### src/design/cache_line_bdi_size_estimator_top_macros.svh
// ---------------------------------------------------------------------------
// Assertion macros for the BDI size estimator
// Concurrent checks clocked on clk and disabled while rst_n is low.
// ---------------------------------------------------------------------------
`ifndef CACHE_LINE_BDI_SIZE_ESTIMATOR_TOP_MACROS_SVH
`define CACHE_LINE_BDI_SIZE_ESTIMATOR_TOP_MACROS_SVH

`ifndef ASSERT_OFF
// pre holds now, so post must hold in the same cycle
`define CLBDI_ASSERT_IMPL(label, pre, post, msg) \
    label: assert property (@(posedge clk) disable iff (!rst_n) (pre) |-> (post)) \
        else $error(msg);
// pre holds now, so post must hold in the next cycle
`define CLBDI_ASSERT_NEXT(label, pre, post, msg) \
    label: assert property (@(posedge clk) disable iff (!rst_n) (pre) |=> (post)) \
        else $error(msg);
`else
`define CLBDI_ASSERT_IMPL(label, pre, post, msg)
`define CLBDI_ASSERT_NEXT(label, pre, post, msg)
`endif

`endif

### src/design/clbdi_pkg.sv
// ---------------------------------------------------------------------------
// BDI size estimator package
// Form geometry, encodings, sizes and the structs passed between modules.
// ---------------------------------------------------------------------------
package clbdi_pkg;

    localparam int FORM_COUNT = 6;
    localparam int MAX_SEGS   = 4;
    localparam int BASE_W     = 56;

    // Form order: b8d1, b4d1, b8d2, b2d1, b4d2, b8d4
    localparam int SEG_BYTES   [FORM_COUNT] = '{8, 4, 8, 2, 4, 8};
    localparam int DELTA_BYTES [FORM_COUNT] = '{1, 1, 2, 1, 2, 4};
    localparam int HIGH_BYTES  [FORM_COUNT] = '{7, 3, 6, 1, 2, 4};
    localparam int SEG_COUNT   [FORM_COUNT] = '{1, 2, 1, 4, 2, 1};

    localparam logic [6:0] FORM_SIZE [FORM_COUNT] =
        '{7'd16, 7'd20, 7'd24, 7'd34, 7'd36, 7'd40};
    localparam logic [6:0] SIZE_ZERO   = 7'd1;
    localparam logic [6:0] SIZE_REPEAT = 7'd8;
    localparam logic [6:0] SIZE_RAW    = 7'd64;

    typedef enum logic [3:0] {
        ENC_ZERO   = 4'd0,
        ENC_REPEAT = 4'd1,
        ENC_B8D1   = 4'd2,
        ENC_B4D1   = 4'd3,
        ENC_B8D2   = 4'd4,
        ENC_B2D1   = 4'd5,
        ENC_B4D2   = 4'd6,
        ENC_B8D4   = 4'd7,
        ENC_RAW    = 4'd8
    } enc_t;

    typedef logic [FORM_COUNT-1:0][BASE_W-1:0] base_array_t;

    typedef struct packed {
        logic [FORM_COUNT-1:0] captured;
        logic [FORM_COUNT-1:0] fits;
        base_array_t           base;
    } form_state_t;

    typedef struct packed {
        logic                  all_zero;
        logic                  repeat_ok;
        logic [FORM_COUNT-1:0] fits;
    } line_status_t;

endpackage

### src/design/clbdi_line_if.sv
// ---------------------------------------------------------------------------
// Line word channel
// Valid/ready channel carrying one 64-bit cache line word per transaction.
// ---------------------------------------------------------------------------
interface clbdi_line_if;
    logic        valid;
    logic        ready;
    logic [63:0] line_word;

    modport source (output valid, output line_word, input ready);
    modport sink   (input valid, input line_word, output ready);
endinterface

### src/design/clbdi_result_if.sv
// ---------------------------------------------------------------------------
// Result channel
// Valid/ready channel carrying compressed size and encoding per transaction.
// ---------------------------------------------------------------------------
interface clbdi_result_if;
    logic       valid;
    logic       ready;
    logic [6:0] compressed_bytes;
    logic [3:0] encoding;

    modport source (output valid, output compressed_bytes, output encoding, input ready);
    modport sink   (input valid, input compressed_bytes, input encoding, output ready);
endinterface

### src/design/clbdi_form_check.sv
// ---------------------------------------------------------------------------
// BDI form checker
// Updates base capture and fit flags of all six forms for one word.
// ---------------------------------------------------------------------------
module clbdi_form_check (
    input  logic [63:0]             word,
    input  clbdi_pkg::form_state_t  form_cur,
    output clbdi_pkg::form_state_t  form_next
);

    // Segments are walked earliest first; a base captured by one segment is
    // already in force for the later segments of the same word.
    always_comb
    begin
        logic [63:0] high;
        logic [63:0] mask;
        int          shift;
        form_next = form_cur;
        high      = '0;
        mask      = '0;
        shift     = 0;
        for (int f = 0; f < clbdi_pkg::FORM_COUNT; f++)
        begin
            mask = (64'd1 << (8 * clbdi_pkg::HIGH_BYTES[f])) - 64'd1;
            for (int k = 0; k < clbdi_pkg::MAX_SEGS; k++)
            begin
                if (k < clbdi_pkg::SEG_COUNT[f])
                begin
                    shift = 8 * (8 - clbdi_pkg::SEG_BYTES[f] * (k + 1)
                                 + clbdi_pkg::DELTA_BYTES[f]);
                    high  = (word >> shift) & mask;
                    if (high != 64'd0)
                    begin
                        if (!form_next.captured[f])
                        begin
                            form_next.captured[f] = 1'b1;
                            form_next.base[f]     = high[clbdi_pkg::BASE_W-1:0];
                        end
                        else if (high[clbdi_pkg::BASE_W-1:0] != form_next.base[f])
                        begin
                            form_next.fits[f] = 1'b0;
                        end
                    end
                end
            end
        end
    end

endmodule

### src/design/clbdi_line_state.sv
// ---------------------------------------------------------------------------
// BDI line state
// Holds per-line tracking state and gives the line status at each word.
// ---------------------------------------------------------------------------
module clbdi_line_state (
    input  logic                    clk,
    input  logic                    rst_n,
    input  logic                    take,
    input  logic [63:0]             word,
    output logic                    last,
    output clbdi_pkg::line_status_t status
);

    logic [2:0]                          pos_reg;
    logic [2:0]                          pos_next;
    logic                                zero_reg;
    logic                                zero_next;
    logic                                repeat_reg;
    logic                                repeat_next;
    logic [clbdi_pkg::FORM_COUNT-1:0]    captured_reg;
    logic [clbdi_pkg::FORM_COUNT-1:0]    captured_next;
    logic [clbdi_pkg::FORM_COUNT-1:0]    fits_reg;
    logic [clbdi_pkg::FORM_COUNT-1:0]    fits_next;
    clbdi_pkg::base_array_t              base_reg;
    logic [63:0]                         first_word_reg;
    clbdi_pkg::form_state_t              form_cur;
    clbdi_pkg::form_state_t              form_upd;
    logic                                zero_upd;
    logic                                repeat_upd;

    assign form_cur.captured = captured_reg;
    assign form_cur.fits     = fits_reg;
    assign form_cur.base     = base_reg;

    clbdi_form_check u_form_check (
        .word      (word),
        .form_cur  (form_cur),
        .form_next (form_upd)
    );

    assign last       = (pos_reg == 3'd7);
    assign zero_upd   = zero_reg & (word == 64'd0);
    assign repeat_upd = (pos_reg == 3'd0) ? 1'b1 : (repeat_reg & (word == first_word_reg));

    assign status.all_zero  = zero_upd;
    assign status.repeat_ok = repeat_upd;
    assign status.fits      = form_upd.fits;

    always_comb
    begin
        pos_next      = pos_reg;
        zero_next     = zero_reg;
        repeat_next   = repeat_reg;
        captured_next = captured_reg;
        fits_next     = fits_reg;
        if (take)
        begin
            if (last)
            begin
                pos_next      = 3'd0;
                zero_next     = 1'b1;
                repeat_next   = 1'b1;
                captured_next = '0;
                fits_next     = '1;
            end
            else
            begin
                pos_next      = pos_reg + 3'd1;
                zero_next     = zero_upd;
                repeat_next   = repeat_upd;
                captured_next = form_upd.captured;
                fits_next     = form_upd.fits;
            end
        end
    end

    always_ff @(posedge clk or negedge rst_n)
    begin
        if (!rst_n)
        begin
            pos_reg      <= 3'd0;
            zero_reg     <= 1'b1;
            repeat_reg   <= 1'b1;
            captured_reg <= '0;
            fits_reg     <= '1;
        end
        else
        begin
            pos_reg      <= pos_next;
            zero_reg     <= zero_next;
            repeat_reg   <= repeat_next;
            captured_reg <= captured_next;
            fits_reg     <= fits_next;
        end
    end

    // Bases are only read once captured; the first word is written at word 0.
    always_ff @(posedge clk)
    begin
        if (take)
        begin
            base_reg <= form_upd.base;
            if (pos_reg == 3'd0)
            begin
                first_word_reg <= word;
            end
        end
    end

endmodule

### src/design/clbdi_encoder.sv
// ---------------------------------------------------------------------------
// BDI encoding select
// Priority choice of encoding and compressed size from the line status.
// ---------------------------------------------------------------------------
module clbdi_encoder (
    input  clbdi_pkg::line_status_t status,
    output logic [6:0]              compressed_bytes,
    output logic [3:0]              encoding
);

    always_comb
    begin
        compressed_bytes = clbdi_pkg::SIZE_RAW;
        encoding         = clbdi_pkg::ENC_RAW;
        // Walk from the last form down so the earliest fitting form wins
        for (int f = clbdi_pkg::FORM_COUNT - 1; f >= 0; f--)
        begin
            if (status.fits[f])
            begin
                compressed_bytes = clbdi_pkg::FORM_SIZE[f];
                encoding         = 4'(clbdi_pkg::ENC_B8D1) + 4'(f);
            end
        end
        if (status.all_zero)
        begin
            compressed_bytes = clbdi_pkg::SIZE_ZERO;
            encoding         = clbdi_pkg::ENC_ZERO;
        end
        else if (status.repeat_ok)
        begin
            compressed_bytes = clbdi_pkg::SIZE_REPEAT;
            encoding         = clbdi_pkg::ENC_REPEAT;
        end
    end

endmodule

### src/design/cache_line_bdi_size_estimator_top.sv
// ---------------------------------------------------------------------------
// Cache line BDI size estimator
// Estimates the base-delta-immediate compressed size of a 64-byte line.
// ---------------------------------------------------------------------------
//
//   channel      dir  payload                          per transaction
//   line_words   in   line_word[63:0]                  one line word
//   results      out  compressed_bytes[6:0], enc[3:0]  one per eight words
//
// One word is taken every cycle unless stalled; a line costs eight
// input transactions. A word is held in the input register, then the line
// state is updated and, on the eighth word, the result register is loaded.
// Reset clears the input and result valids and returns to word 0.
// A pending result stalls only the eighth word of the next line; words
// 0 to 6 keep flowing while the result waits.
//
`include "cache_line_bdi_size_estimator_top_macros.svh"

module cache_line_bdi_size_estimator_top (
    input  logic           clk,
    input  logic           rst_n,
    clbdi_line_if.sink     line_words,
    clbdi_result_if.source results
);

    // Input register stage
    logic        stage_valid_reg;
    logic        stage_valid_next;
    logic [63:0] stage_word_reg;

    // Result register stage
    logic        out_valid_reg;
    logic        out_valid_next;
    logic [6:0]  out_size_reg;
    logic [3:0]  out_enc_reg;

    logic                    advance;
    logic                    out_load;
    logic                    line_last;
    clbdi_pkg::line_status_t line_status;
    logic [6:0]              enc_size;
    logic [3:0]              enc_code;

    // A word leaves the input register unless it closes a line and the
    // result register still holds an untaken result.
    assign advance  = stage_valid_reg & (~line_last | ~out_valid_reg | results.ready);
    assign out_load = advance & line_last;

    assign line_words.ready = ~stage_valid_reg | advance;

    clbdi_line_state u_line_state (
        .clk    (clk),
        .rst_n  (rst_n),
        .take   (advance),
        .word   (stage_word_reg),
        .last   (line_last),
        .status (line_status)
    );

    clbdi_encoder u_encoder (
        .status           (line_status),
        .compressed_bytes (enc_size),
        .encoding         (enc_code)
    );

    always_comb
    begin
        stage_valid_next = stage_valid_reg;
        if (line_words.ready)
        begin
            stage_valid_next = line_words.valid;
        end
        out_valid_next = out_valid_reg;
        if (out_load)
        begin
            out_valid_next = 1'b1;
        end
        else if (results.ready)
        begin
            out_valid_next = 1'b0;
        end
    end

    always_ff @(posedge clk or negedge rst_n)
    begin
        if (!rst_n)
        begin
            stage_valid_reg <= 1'b0;
            out_valid_reg   <= 1'b0;
        end
        else
        begin
            stage_valid_reg <= stage_valid_next;
            out_valid_reg   <= out_valid_next;
        end
    end

    always_ff @(posedge clk)
    begin
        if (line_words.valid && line_words.ready)
        begin
            stage_word_reg <= line_words.line_word;
        end
        if (out_load)
        begin
            out_size_reg <= enc_size;
            out_enc_reg  <= enc_code;
        end
    end

    assign results.valid            = out_valid_reg;
    assign results.compressed_bytes = out_size_reg;
    assign results.encoding         = out_enc_reg;

    // A held word must not change under a stall
    `CLBDI_ASSERT_NEXT(a_stage_hold, stage_valid_reg && !advance, stage_valid_reg && $stable(stage_word_reg), "input word changed while stalled")
    // A line end must never overwrite an untaken result
    `CLBDI_ASSERT_IMPL(a_no_overwrite, out_valid_reg && !results.ready && stage_valid_reg && line_last, !advance, "pending result overwritten")
    // Zero encoding always carries the one-byte size
    `CLBDI_ASSERT_IMPL(a_zero_size, out_valid_reg && out_enc_reg == clbdi_pkg::ENC_ZERO, out_size_reg == clbdi_pkg::SIZE_ZERO, "zero encoding with wrong size")

endmodule

### src/flat_wrapper.sv
// flat-port wrapper written by rule: the top's interface ports become plain ports
module cache_line_bdi_size_estimator_top_flat 
  (clk, rst_n, line_words_valid, line_words_line_word, line_words_ready, results_valid, results_compressed_bytes, results_encoding, results_ready);
  clbdi_line_if line_words_i ();
  clbdi_result_if results_i ();
  input  logic clk;
  input  logic rst_n;
  input wire logic [$bits(line_words_i.valid)-1:0] line_words_valid;
  input wire logic [$bits(line_words_i.line_word)-1:0] line_words_line_word;
  output wire logic [$bits(line_words_i.ready)-1:0] line_words_ready;
  output wire logic [$bits(results_i.valid)-1:0] results_valid;
  output wire logic [$bits(results_i.compressed_bytes)-1:0] results_compressed_bytes;
  output wire logic [$bits(results_i.encoding)-1:0] results_encoding;
  input wire logic [$bits(results_i.ready)-1:0] results_ready;
  assign line_words_i.valid = line_words_valid;
  assign line_words_i.line_word = line_words_line_word;
  assign line_words_ready = line_words_i.ready;
  assign results_valid = results_i.valid;
  assign results_compressed_bytes = results_i.compressed_bytes;
  assign results_encoding = results_i.encoding;
  assign results_i.ready = results_ready;
  cache_line_bdi_size_estimator_top u_core (.clk(clk), .rst_n(rst_n), .line_words(line_words_i), .results(results_i));
endmodule
### config.mk
export PLATFORM = sky130hd
export DESIGN_NAME = cache_line_bdi_size_estimator_top_flat
export DESIGN_NICKNAME = d
export VERILOG_FILES = /design/src/design/clbdi_pkg.sv /design/src/design/clbdi_line_if.sv /design/src/design/clbdi_result_if.sv /design/src/design/clbdi_form_check.sv /design/src/design/clbdi_line_state.sv /design/src/design/clbdi_encoder.sv /design/src/design/cache_line_bdi_size_estimator_top.sv /design/src/flat_wrapper.sv
export VERILOG_INCLUDE_DIRS = /design/src /design/src/design
export SDC_FILE = /design/constraint.sdc
export NUM_CORES = 1
export LEC_CHECK = 0
export BUFFER_PORTS_ARGS = -buffer_cell sky130_fd_sc_hd__buf_4
export CAP_MARGIN = 5
export CORE_ASPECT_RATIO = 1.25
export CORE_MARGIN = 4
export CORE_UTILIZATION = 54
export CTS_CLUSTER_DIAMETER = 200
export DETAILED_ROUTE_END_ITERATION = 10
export PLACE_DENSITY_LB_ADDON = 0.15
export SYNTH_ARGS = -nofsm -noshare
export SYNTH_HDL_FRONTEND = slang
export SYNTH_SLANG_ARGS = --single-unit
export TNS_END_PERCENT = 1
### constraint.sdc
create_clock -name clk -period 9.5 [get_ports clk]
set_input_delay 0.475 -clock clk [delete_from_list [all_inputs] [get_ports clk]]
set_output_delay 0.475 -clock clk [all_outputs]
set_load 0.05 [all_outputs]
==> results_dict.tcl, run 1 <==
set metrics [dict create \
    setup_viol 0 \
    cts_setup_buffers 0 \
    clockPowerShare 0.346 \
    required_ns 9.85 \
    power_uw 5240 \
    crit_arrival_ns 5.20 \
    drtIter0Drc 1479 \
    power_leakage_uw 0.00844 \
    clk_transition_reported_paths_ns 0.06 \
    grt_util_all_layers 0.268 \
    numPortBuffers 80 \
    startpoint_type "flip-flop" \
    grt_pass1_vias 13600 \
    die_w_um 187 \
    cts_buffers 47 \
    netSwitchingFraction 0.265 \
    seq_area_frac_synth 0.635 \
    startpoint "u_core.stage_word_reg[47]$_DFFE_PP_" \
    synth_edf_count 442 \
    cts_buffer_depth 3 \
    drt-wirelength-per-cell_um 25.8 \
    synth_commonest_cells "442 x edfxtp_1, 158 x xor2_1, 138 x xnor2_1" \
    cts_root_buffer "clkbuf_16" \
    async_flop_share 0.0412 \
    grt_overflow 0 \
    yosysTopAreaCell "edfxtp_1" \
    crit_slowest_cell "or4_1" \
    cp_max_fo 19 \
    yosysMostFrequentCell "edfxtp_1" \
    htree_levels 2 \
    rows 81 \
    nNetsFinal 1818 \
    synthesis.instances 1673 \
    slowest_delay_ns 0.80 \
    status "finished clean" \
    post_drt_via_cell_ratio 6.12 \
    fin_skew_ns 0.0216 \
    synth_ff_type "edfxtp_1" \
    reg2reg_to "u_core.results.encoding[2]$_SDFFCE_PP0P_" \
    use_met3 0.0463 \
    fmax_mhz 206 \
    gr-max-usage-layer "met2" \
    gp_congestion 0.975 \
    dieArea_um2 43400 \
    first_pass_iters 8 \
    synthesis.area_um2 21700 \
    rr_startpoint "u_core.stage_word_reg[47]$_DFFE_PP_" \
    post_cts_resized 0 \
    antenna_found_initial 0 \
    die_y_um 232 \
    worst_slack_ns 4.65 \
    synth_cell_type_count 78 \
    ant_nets 0 \
    hold_path_end "u_core.stage_word_reg[23]$_DFFE_PP_" \
    crit_chain "or4_1, nor2_1, a21oi_1, o221ai_1, xor2_1, nor4_1, a31oi_1, nor4b_2, nor2b_1, a2111oi_0" \
    area_delta_synth_final_pct 12.7 \
    synth-seq-cells 461 \
    coreArea_um2 39400 \
    maxSlewViolCount 0 \
    drc_errors 0 \
    dp_hpwl_um 39100 \
    drive_gt1_frac 0.131 \
    period_minus_slack_ns 4.85 \
    holdCritPathClass "in -> reg" \
    largest_reg_flops 304 \
    tns_ns 0 \
    syn_avg_cell_area_um2 12.9 \
    grt_max_degree 67 \
    ff2ff_setup_slack_ns 4.65 \
    hold_depth 1 \
    critPathCaptureType "flip-flop" \
    p_sw_uw 1390 \
    pin_count 81 \
    pwr_density_cell_nw_per_um2 214 \
    power_frac_comb 0.144 \
    syn_nets 1744 \
    synth_warnings 0 \
    irDropWorstVdd_mv 0.147 \
    worstMarginPinSlew_ns 1.17 \
    wirelength_um 58800 \
    clkSinkCount 461 \
    finalCritPeriodShare 0.510 \
    crit_type "reg -> reg" \
    power.internal_uw 3850 \
    maxSlewHeadroom 0.216 \
    grt_pass1_wl_um 87800 \
    cap_violations 0 \
    initial_core_util 0.550 \
    hp-start "line_words_line_word[23]" \
    reg2regPathDepth 10 \
    worstSkewPairLatency_ns 0.59 \
    yosysTopAreaCellShare 0.613 \
    post-place-ws_ns 4.69 \
    seqPwrFrac 0.510 \
    grt_setup_unrepaired "no" \
    hold_viol_final 0 \
    cts_tree "yes" \
    grt_use_met2 0.443 \
    met1_usage 0.362 \
    yosys-top-cells-area "edfxtp_1 61%, xor2_1 6.4%, xnor2_1 5.6%, nor2b_1 3.8%, nor4_1 2.4%" \
    vias 14000 \
]
-- area by class of cell --
cell class,instances,area (um^2)
clock buffer,65,1290
antenna,1,2.50
inverter,39,151
tap,498,623
sequential,461,13800
fill,3033,15000
clock inverter,19,206
multi-input combinational,1068,7410
timing repair buffer,130,978
-- layer usage --
layer	routed length [um]	part of all wire
met3	3440	0.059
met1	25100	0.43
met5	0	0
met4	2320	0.040
met2	27900	0.47
-- repair_timing --
item / in CTS / in global routing
endpoints found under the setup margin: 0 / 0
hold endpoints to repair: 11 / 0
hold buffers: 1 / 0
-- power groups by stage --
| stage | Combinational [uW] | Sequential (uW) | Clock [uW] |
|---|---|---|---|
| 6_report | 756 | 2670 | 1810 |
| 5_1_grt | 825 | 2690 | 1940 |
| 4_1_cts | 757 | 2670 | 1850 |
| 3_5_place_dp | 754 | 2710 | 0 |
| 3_3_place_gp | 741 | 2700 | 0 |
| 2_1_floorplan | 524 | 2670 | 0 |
-- placed cells by master (no fill, tap or decap), drive strengths merged, types with 40 or more instances in the layout --
cell / count
a21oi: 49
buf: 129
clkbuf: 65
edfxtp: 442
inv: 40
nand2: 61
nand4: 46
nor2: 108
nor2b: 132
nor4: 88
xnor2: 138
xor2: 158
-- worst max-delay path by stage --
stage                                                            to  slack (ns)
floorplan           u_core.u_line_state.captured_reg[1]$_DFFE_PN0P_        2.72
detailed placement         u_core.results.encoding[2]$_SDFFCE_PP0P_        4.69
finish                     u_core.results.encoding[2]$_SDFFCE_PP0P_        4.65
CTS                        u_core.results.encoding[2]$_SDFFCE_PP0P_        4.65
global route               u_core.results.encoding[2]$_SDFFCE_PP0P_        4.26
global placement           u_core.results.encoding[0]$_SDFFCE_PP0P_        4.69
-- kinds of logic (layout without fill, tap and decap cells) --
family,count (synthesis),after routing,synth area share
buffers and inverters,144,253,0.0259
multiplexers,22,22,0.0107
AO/OA/AOI/OAI,235,235,0.0744
flip-flops,461,461,0.635
AND/OR/NAND/NOR,512,512,0.133
XOR/XNOR,296,296,0.120
other,0,1,0
adder cells (fa/ha/maj),3,3,0.00173
-- worst max-delay path: cells and delay by family (launching register included) --
| family | cells | cell delay, ns |
|---|---|---|
| XOR/XNOR | 1 | 0.12 |
| AND/OR/NAND/NOR | 5 | 2.60 |
| AO/OA/AOI/OAI | 4 | 1.11 |
| flip-flops | 1 | 0.76 |
-- through the flow --
| stage | std cells | instance area, um^2 | hold slack [ns] | utilization |
|---|---|---|---|---|
| 2_1_floorplan | 1673 | 21700 | 0.179 | - |
| 3_3_place_gp | 2195 | 22900 | 0.373 | 0.581 |
| 3_5_place_dp | 2195 | 22900 | 0.377 | 0.581 |
| 4_1_cts | 2280 | 24400 | 0.0234 | 0.619 |
| 5_1_grt | 2280 | 24400 | 0.0202 | 0.619 |
| 6_report | 2281 | 24400 | 0.0545 | 0.620 |
Power figures use the tool's default switching activity.
==> run 2, diff against run 1 <==
clock period = 4.2 ns   (was 9.5 ns; I/O delays follow)
==> results_dict.tcl, run 2 (synthesis results as in run 1) <==
set metrics [dict create \
    status "finished clean" \
    die_y_um 232 \
    grt_overflow 0 \
    instances_no_fill 2397 \
    diodes 0 \
    dpl_cell_area_um2 23400 \
    cts_root_buffer "clkbuf_16" \
    htree_levels 2 \
    maxSlewViolCount 0 \
    design_area_um2 25500 \
    coreArea_um2 39400 \
    nNetsFinal 1934 \
    cp_max_fo 15 \
    power_leakage_uw 0.00900 \
    rr_startpoint "u_core.stage_word_reg[60]$_DFFE_PP_" \
    grt_util_all_layers 0.283 \
    grt_max_degree 89 \
    dp_hpwl_um 42500 \
    crit_arrival_ns 4.37 \
    maxSlewHeadroom 0.236 \
    ant_nets 0 \
    pwr_density_cell_nw_per_um2 471 \
    placedCellCount 2245 \
    required_ns 4.52 \
    startpoint_type "flip-flop" \
    cap_violations 0 \
    vias 14700 \
    ff2ff_setup_slack_ns 0.15 \
    worstSkewPairLatency_ns 0.57 \
    first_pass_iters 6 \
    crit_type "reg -> reg" \
    die_w_um 187 \
    fill_cells 2913 \
    holdWs_ns 0.0776 \
    utilization 0.648 \
    final_common_cell "edfxtp_1" \
    fin_skew_ns 0.0154 \
    hold_viol_final 0 \
    wirelength_um 62000 \
    antenna_found_initial 0 \
    cts_setup_buffers 0 \
    grt_pass1_vias 14600 \
    drive_gt1_frac 0.153 \
    drt-wirelength-per-cell_um 25.8 \
    cts_buffers 47 \
    seq_area_um2 13800 \
    initial_core_util 0.550 \
    grt_pass1_wl_um 93000 \
    multi_input_area_um2 7400 \
    gp_congestion 0.995 \
    clkSinkCount 461 \
    pin_count 81 \
    post_drt_via_cell_ratio 6.12 \
    numPortBuffers 80 \
    critPathCaptureType "flip-flop" \
    area_delta_synth_final_pct 17.9 \
    drc_errors 0 \
    clk_transition_reported_paths_ns 0.06 \
    startpoint "u_core.stage_word_reg[60]$_DFFE_PP_" \
    setup_viol 0 \
    period_minus_slack_ns 4.05 \
    drtIter0Drc 1452 \
    final_cell_mix "442 x edfxtp_1, 173 x buf_4, 158 x xor2_1" \
    dieArea_um2 43400 \
    tns_ns 0 \
    holdCritPathClass "in -> async" \
    grt_setup_unrepaired "no" \
    worstMarginPinSlew_ns 1.14 \
    finalCritPeriodShare 0.965 \
    cts_tree "yes" \
    rows 81 \
    fmax_mhz 247 \
    irDropWorstVdd_mv 0.353 \
    largest_reg_flops 304 \
    cts_buffer_depth 3 \
]
run 2: final cells by class:
| class | count | share of cell area |
|---|---|---|
| Clock buffer | 64 | 0.0514 |
| Clock inverter | 21 | 0.00823 |
| Inverter | 39 | 0.00593 |
| Multi-Input combinational cell | 1068 | 0.290 |
| Sequential cell | 461 | 0.539 |
| Tap cell | 498 | 0.0244 |
| Timing Repair Buffer | 246 | 0.0818 |
run 2: repair_timing:
action / CTS / global route
resized for setup: 0 / 1
hold buffers: 67 / 0
hold endpoints to repair: 85 / 0
setup endpoints to repair: 0 / 1
run 2: path summary, 6_finish.rpt:
path	depth (start not counted)	endpoint
setup / recovery	13	u_core.results.encoding[2]$_SDFFCE_PP0P_
hold / removal	2	u_core.u_line_state.pos_reg[2]$_DFFE_PN0P_
setup reg to reg	13	u_core.results.encoding[2]$_SDFFCE_PP0P_
hold reg to reg	2	u_core.u_line_state.fits_reg[5]$_DFFE_PN1P_
max in group asynchronous	2	u_core.u_line_state.fits_reg[1]$_DFFE_PN1P_
min in group clk	2	u_core.stage_word_reg[10]$_DFFE_PP_
run 2: layer usage:
layer,wire length (um),global-route usage,vias to the layer above
met5,0,0,-
met4,3770,0.148,0
met3,4150,0.0398,157
met2,29500,0.467,655
met1,24500,0.368,7290
li1,-,-,6573
run 2: power by group:
group	total, uW	switching [uW]	internal [uW]
clock network	4150	1770	2390
registers	6020	336	5690
logic	1850	1090	762
run 2: critical path, cell delays in order (launching register included):
cell	delay [ns]
edfxtp_1	0.53
buf_4	0.24
or4_1	0.60
nor3_2	0.41
buf_12	0.19
a21oi_1	0.07
nor2_1	0.18
xnor2_1	0.08
nor4_1	0.24
a31oi_1	0.21
nor4b_2	0.29
buf_4	0.21
nor2b_1	0.08
a2111oi_0	0.46
run 2: metrics by stage:
step           setup WS [ns]  total power [uW]
4_1_cts                0.218             12100
5_1_grt              0.00798             12500
6_report               0.149             12000
2_1_floorplan          -1.80              7220
3_5_place_dp           0.261              7890
3_3_place_gp           0.378              7840
==> run 3, diff against run 2 <==
CORE_UTILIZATION = 40   (was 54)
==> results_dict.tcl, run 3 (synthesis results as in run 1) <==
set metrics [dict create \
    grt_overflow 0 \
    finalCritPeriodShare 0.988 \
    cp-endpoint "u_core.results.compressed_bytes[3]$_SDFFCE_PP0P_" \
    holdCritPathClass "in -> async" \
    cts_buffer_depth 3 \
    power.internal_uw 8740 \
    grt_pass1_vias 14300 \
    crit_type "reg -> reg" \
    largest_reg_flops 304 \
    p_sw_uw 3330 \
    status "finished clean" \
    crit_chain "buf_4, buf_4, xor2_1, nor4_1, a311o_1, a32oi_1, or4_1, or4_4, o41ai_4, nor2_2, o21ai_1, a31oi_1" \
    worstSkewPairLatency_ns 0.62 \
    worst_slack_ns 0.0509 \
    clkSinkCount 461 \
    rows 95 \
    maxSlewHeadroom 0.279 \
    maxSlewViolCount 0 \
    power_uw 12100 \
    fin_skew_ns 0.0278 \
    required_ns 4.55 \
    ant_nets 0 \
    final_cell_mix "442 x edfxtp_1, 180 x buf_4, 158 x xor2_1" \
    grt_pass1_wl_um 97300 \
    critical-path-top-delay-family "simple AND/OR/NAND/NOR gates" \
    die_w_um 216 \
    vias 14500 \
    htree_levels 2 \
    cts_buffers 50 \
    antenna_found_initial 1 \
    drc_errors 0 \
    cp_max_fo 13 \
    gp_congestion 0.916 \
    ff2ff_setup_slack_ns 0.05 \
    clk_transition_reported_paths_ns 0.06 \
    post-place-ws_ns 0.104 \
    initial_core_util 0.403 \
    cts_root_buffer "clkbuf_16" \
    worstMarginPinSlew_ns 1.08 \
    grt_setup_unrepaired "no" \
    slowest_delay_ns 0.64 \
    dp_hpwl_um 45600 \
    nNetsFinal 1944 \
    rr_startpoint "u_core.stage_word_reg[59]$_DFFE_PP_" \
    drt-wirelength-per-cell_um 25.1 \
    grt_util_all_layers 0.226 \
    coreArea_um2 53700 \
    cp_num_buf_inv 2 \
    period_minus_slack_ns 4.15 \
    critPathCaptureType "flip-flop" \
    irDropWorstVdd_mv 0.332 \
    utilization 0.482 \
    hold_viol_final 0 \
    post_drt_via_cell_ratio 5.49 \
    cts_tree "yes" \
    startpoint_type "flip-flop" \
    netSwitchingFraction 0.276 \
    die_y_um 268 \
    power_leakage_uw 0.00904 \
    cap_violations 0 \
    pwr_density_cell_nw_per_um2 466 \
    reg2reg_to "u_core.results.compressed_bytes[3]$_SDFFCE_PP0P_" \
    seqPwrFrac 0.498 \
    drtIter0Drc 1132 \
    final_common_cell "edfxtp_1" \
    area_delta_synth_final_pct 19.5 \
    crit_arrival_ns 4.49 \
    pin_count 81 \
    grt_max_degree 85 \
    startpoint "u_core.stage_word_reg[59]$_DFFE_PP_" \
    setup_viol 0 \
    holdWs_ns 0.0498 \
    dieArea_um2 58000 \
    wirelength_um 66400 \
    numPortBuffers 80 \
    clockPowerShare 0.346 \
    worst_path_most_repeated_cell "buf_4" \
    crit_cells 12 \
    reg2regPathDepth 12 \
    crit_slowest_cell "nor4_1" \
    fmax_mhz 241 \
    power_frac_comb 0.155 \
    first_pass_iters 7 \
    drive_gt1_frac 0.157 \
]
==> run 3: worst min path at each step <==
stage / from / end / slack, ns / cells past startpoint
2_1_floorplan: rst_n / u_core.results.valid$_DFFE_PN0P_ / -0.09 / 0
3_3_place_gp: rst_n / u_core.u_line_state.captured_reg[0]$_DFFE_PN0P_ / 0.11 / 1
3_5_place_dp: rst_n / u_core.u_line_state.captured_reg[0]$_DFFE_PN0P_ / 0.12 / 1
4_1_cts: rst_n / u_core.u_line_state.captured_reg[3]$_DFFE_PN0P_ / 0.02 / 2
5_1_grt: rst_n / u_core.u_line_state.pos_reg[1]$_DFFE_PN0P_ / 0.04 / 2
6_report: rst_n / u_core.u_line_state.captured_reg[0]$_DFFE_PN0P_ / 0.05 / 2
==> run 3: power by group through the flow <==
stage / Clock, uW / Combinational (uW) / Sequential [uW]
after floorplan: 0 / 1190 / 6040
after global placement: 0 / 1810 / 6090
after detailed placement: 0 / 1830 / 6100
after CTS: 4280 / 1890 / 6010
after global routing: 4470 / 2040 / 6060
final: 4180 / 1880 / 6020
==> run 3: cell type report <==
type | count | area, um^2
fill | 4828 | 27800
inverter | 39 | 151
tap | 727 | 910
antenna | 1 | 2.50
sequential | 461 | 13800
timing repair buffer | 253 | 2130
clock buffer | 61 | 1290
clock inverter | 31 | 236
multi-input combinational | 1068 | 7400
==> run 3: metal layers <==
| layer | track usage | share of wire | vias up |
|---|---|---|---|
| li1 | - | - | 6614 |
| met1 | 0.298 | 0.42 | 7289 |
| met2 | 0.383 | 0.49 | 473 |
| met3 | 0.0372 | 0.055 | 116 |
| met4 | 0.0746 | 0.034 | 0 |
| met5 | 0 | 0 | - |
==> run 3: worst reg2reg max path, cell delays in order (launching register included) <==
cell and delay, ns:
edfxtp_1 0.43, buf_4 0.22, buf_4 0.23, xor2_1 0.17, nor4_1 0.64, a311o_1 0.32, a32oi_1 0.08, or4_1 0.49
or4_4 0.44, o41ai_4 0.55, nor2_2 0.12, o21ai_1 0.14, a31oi_1 0.06
==> run 3: timing repair <==
item	CTS	global route
endpoints found under the hold margin	85	0
setup endpoints to repair	0	1
hold buffers	68	0
gates resized for setup	0	1
setup buffers	0	0
==> run 3: through the flow <==
step           setup TNS [ns]  instances  cell area (um^2)
2_1_floorplan         -169.88       1673             21700
3_3_place_gp                0       2480             23700
3_5_place_dp                0       2480             23700
4_1_cts                     0       2640             25900
5_1_grt                     0       2640             25900
6_report                    0       2641             25900
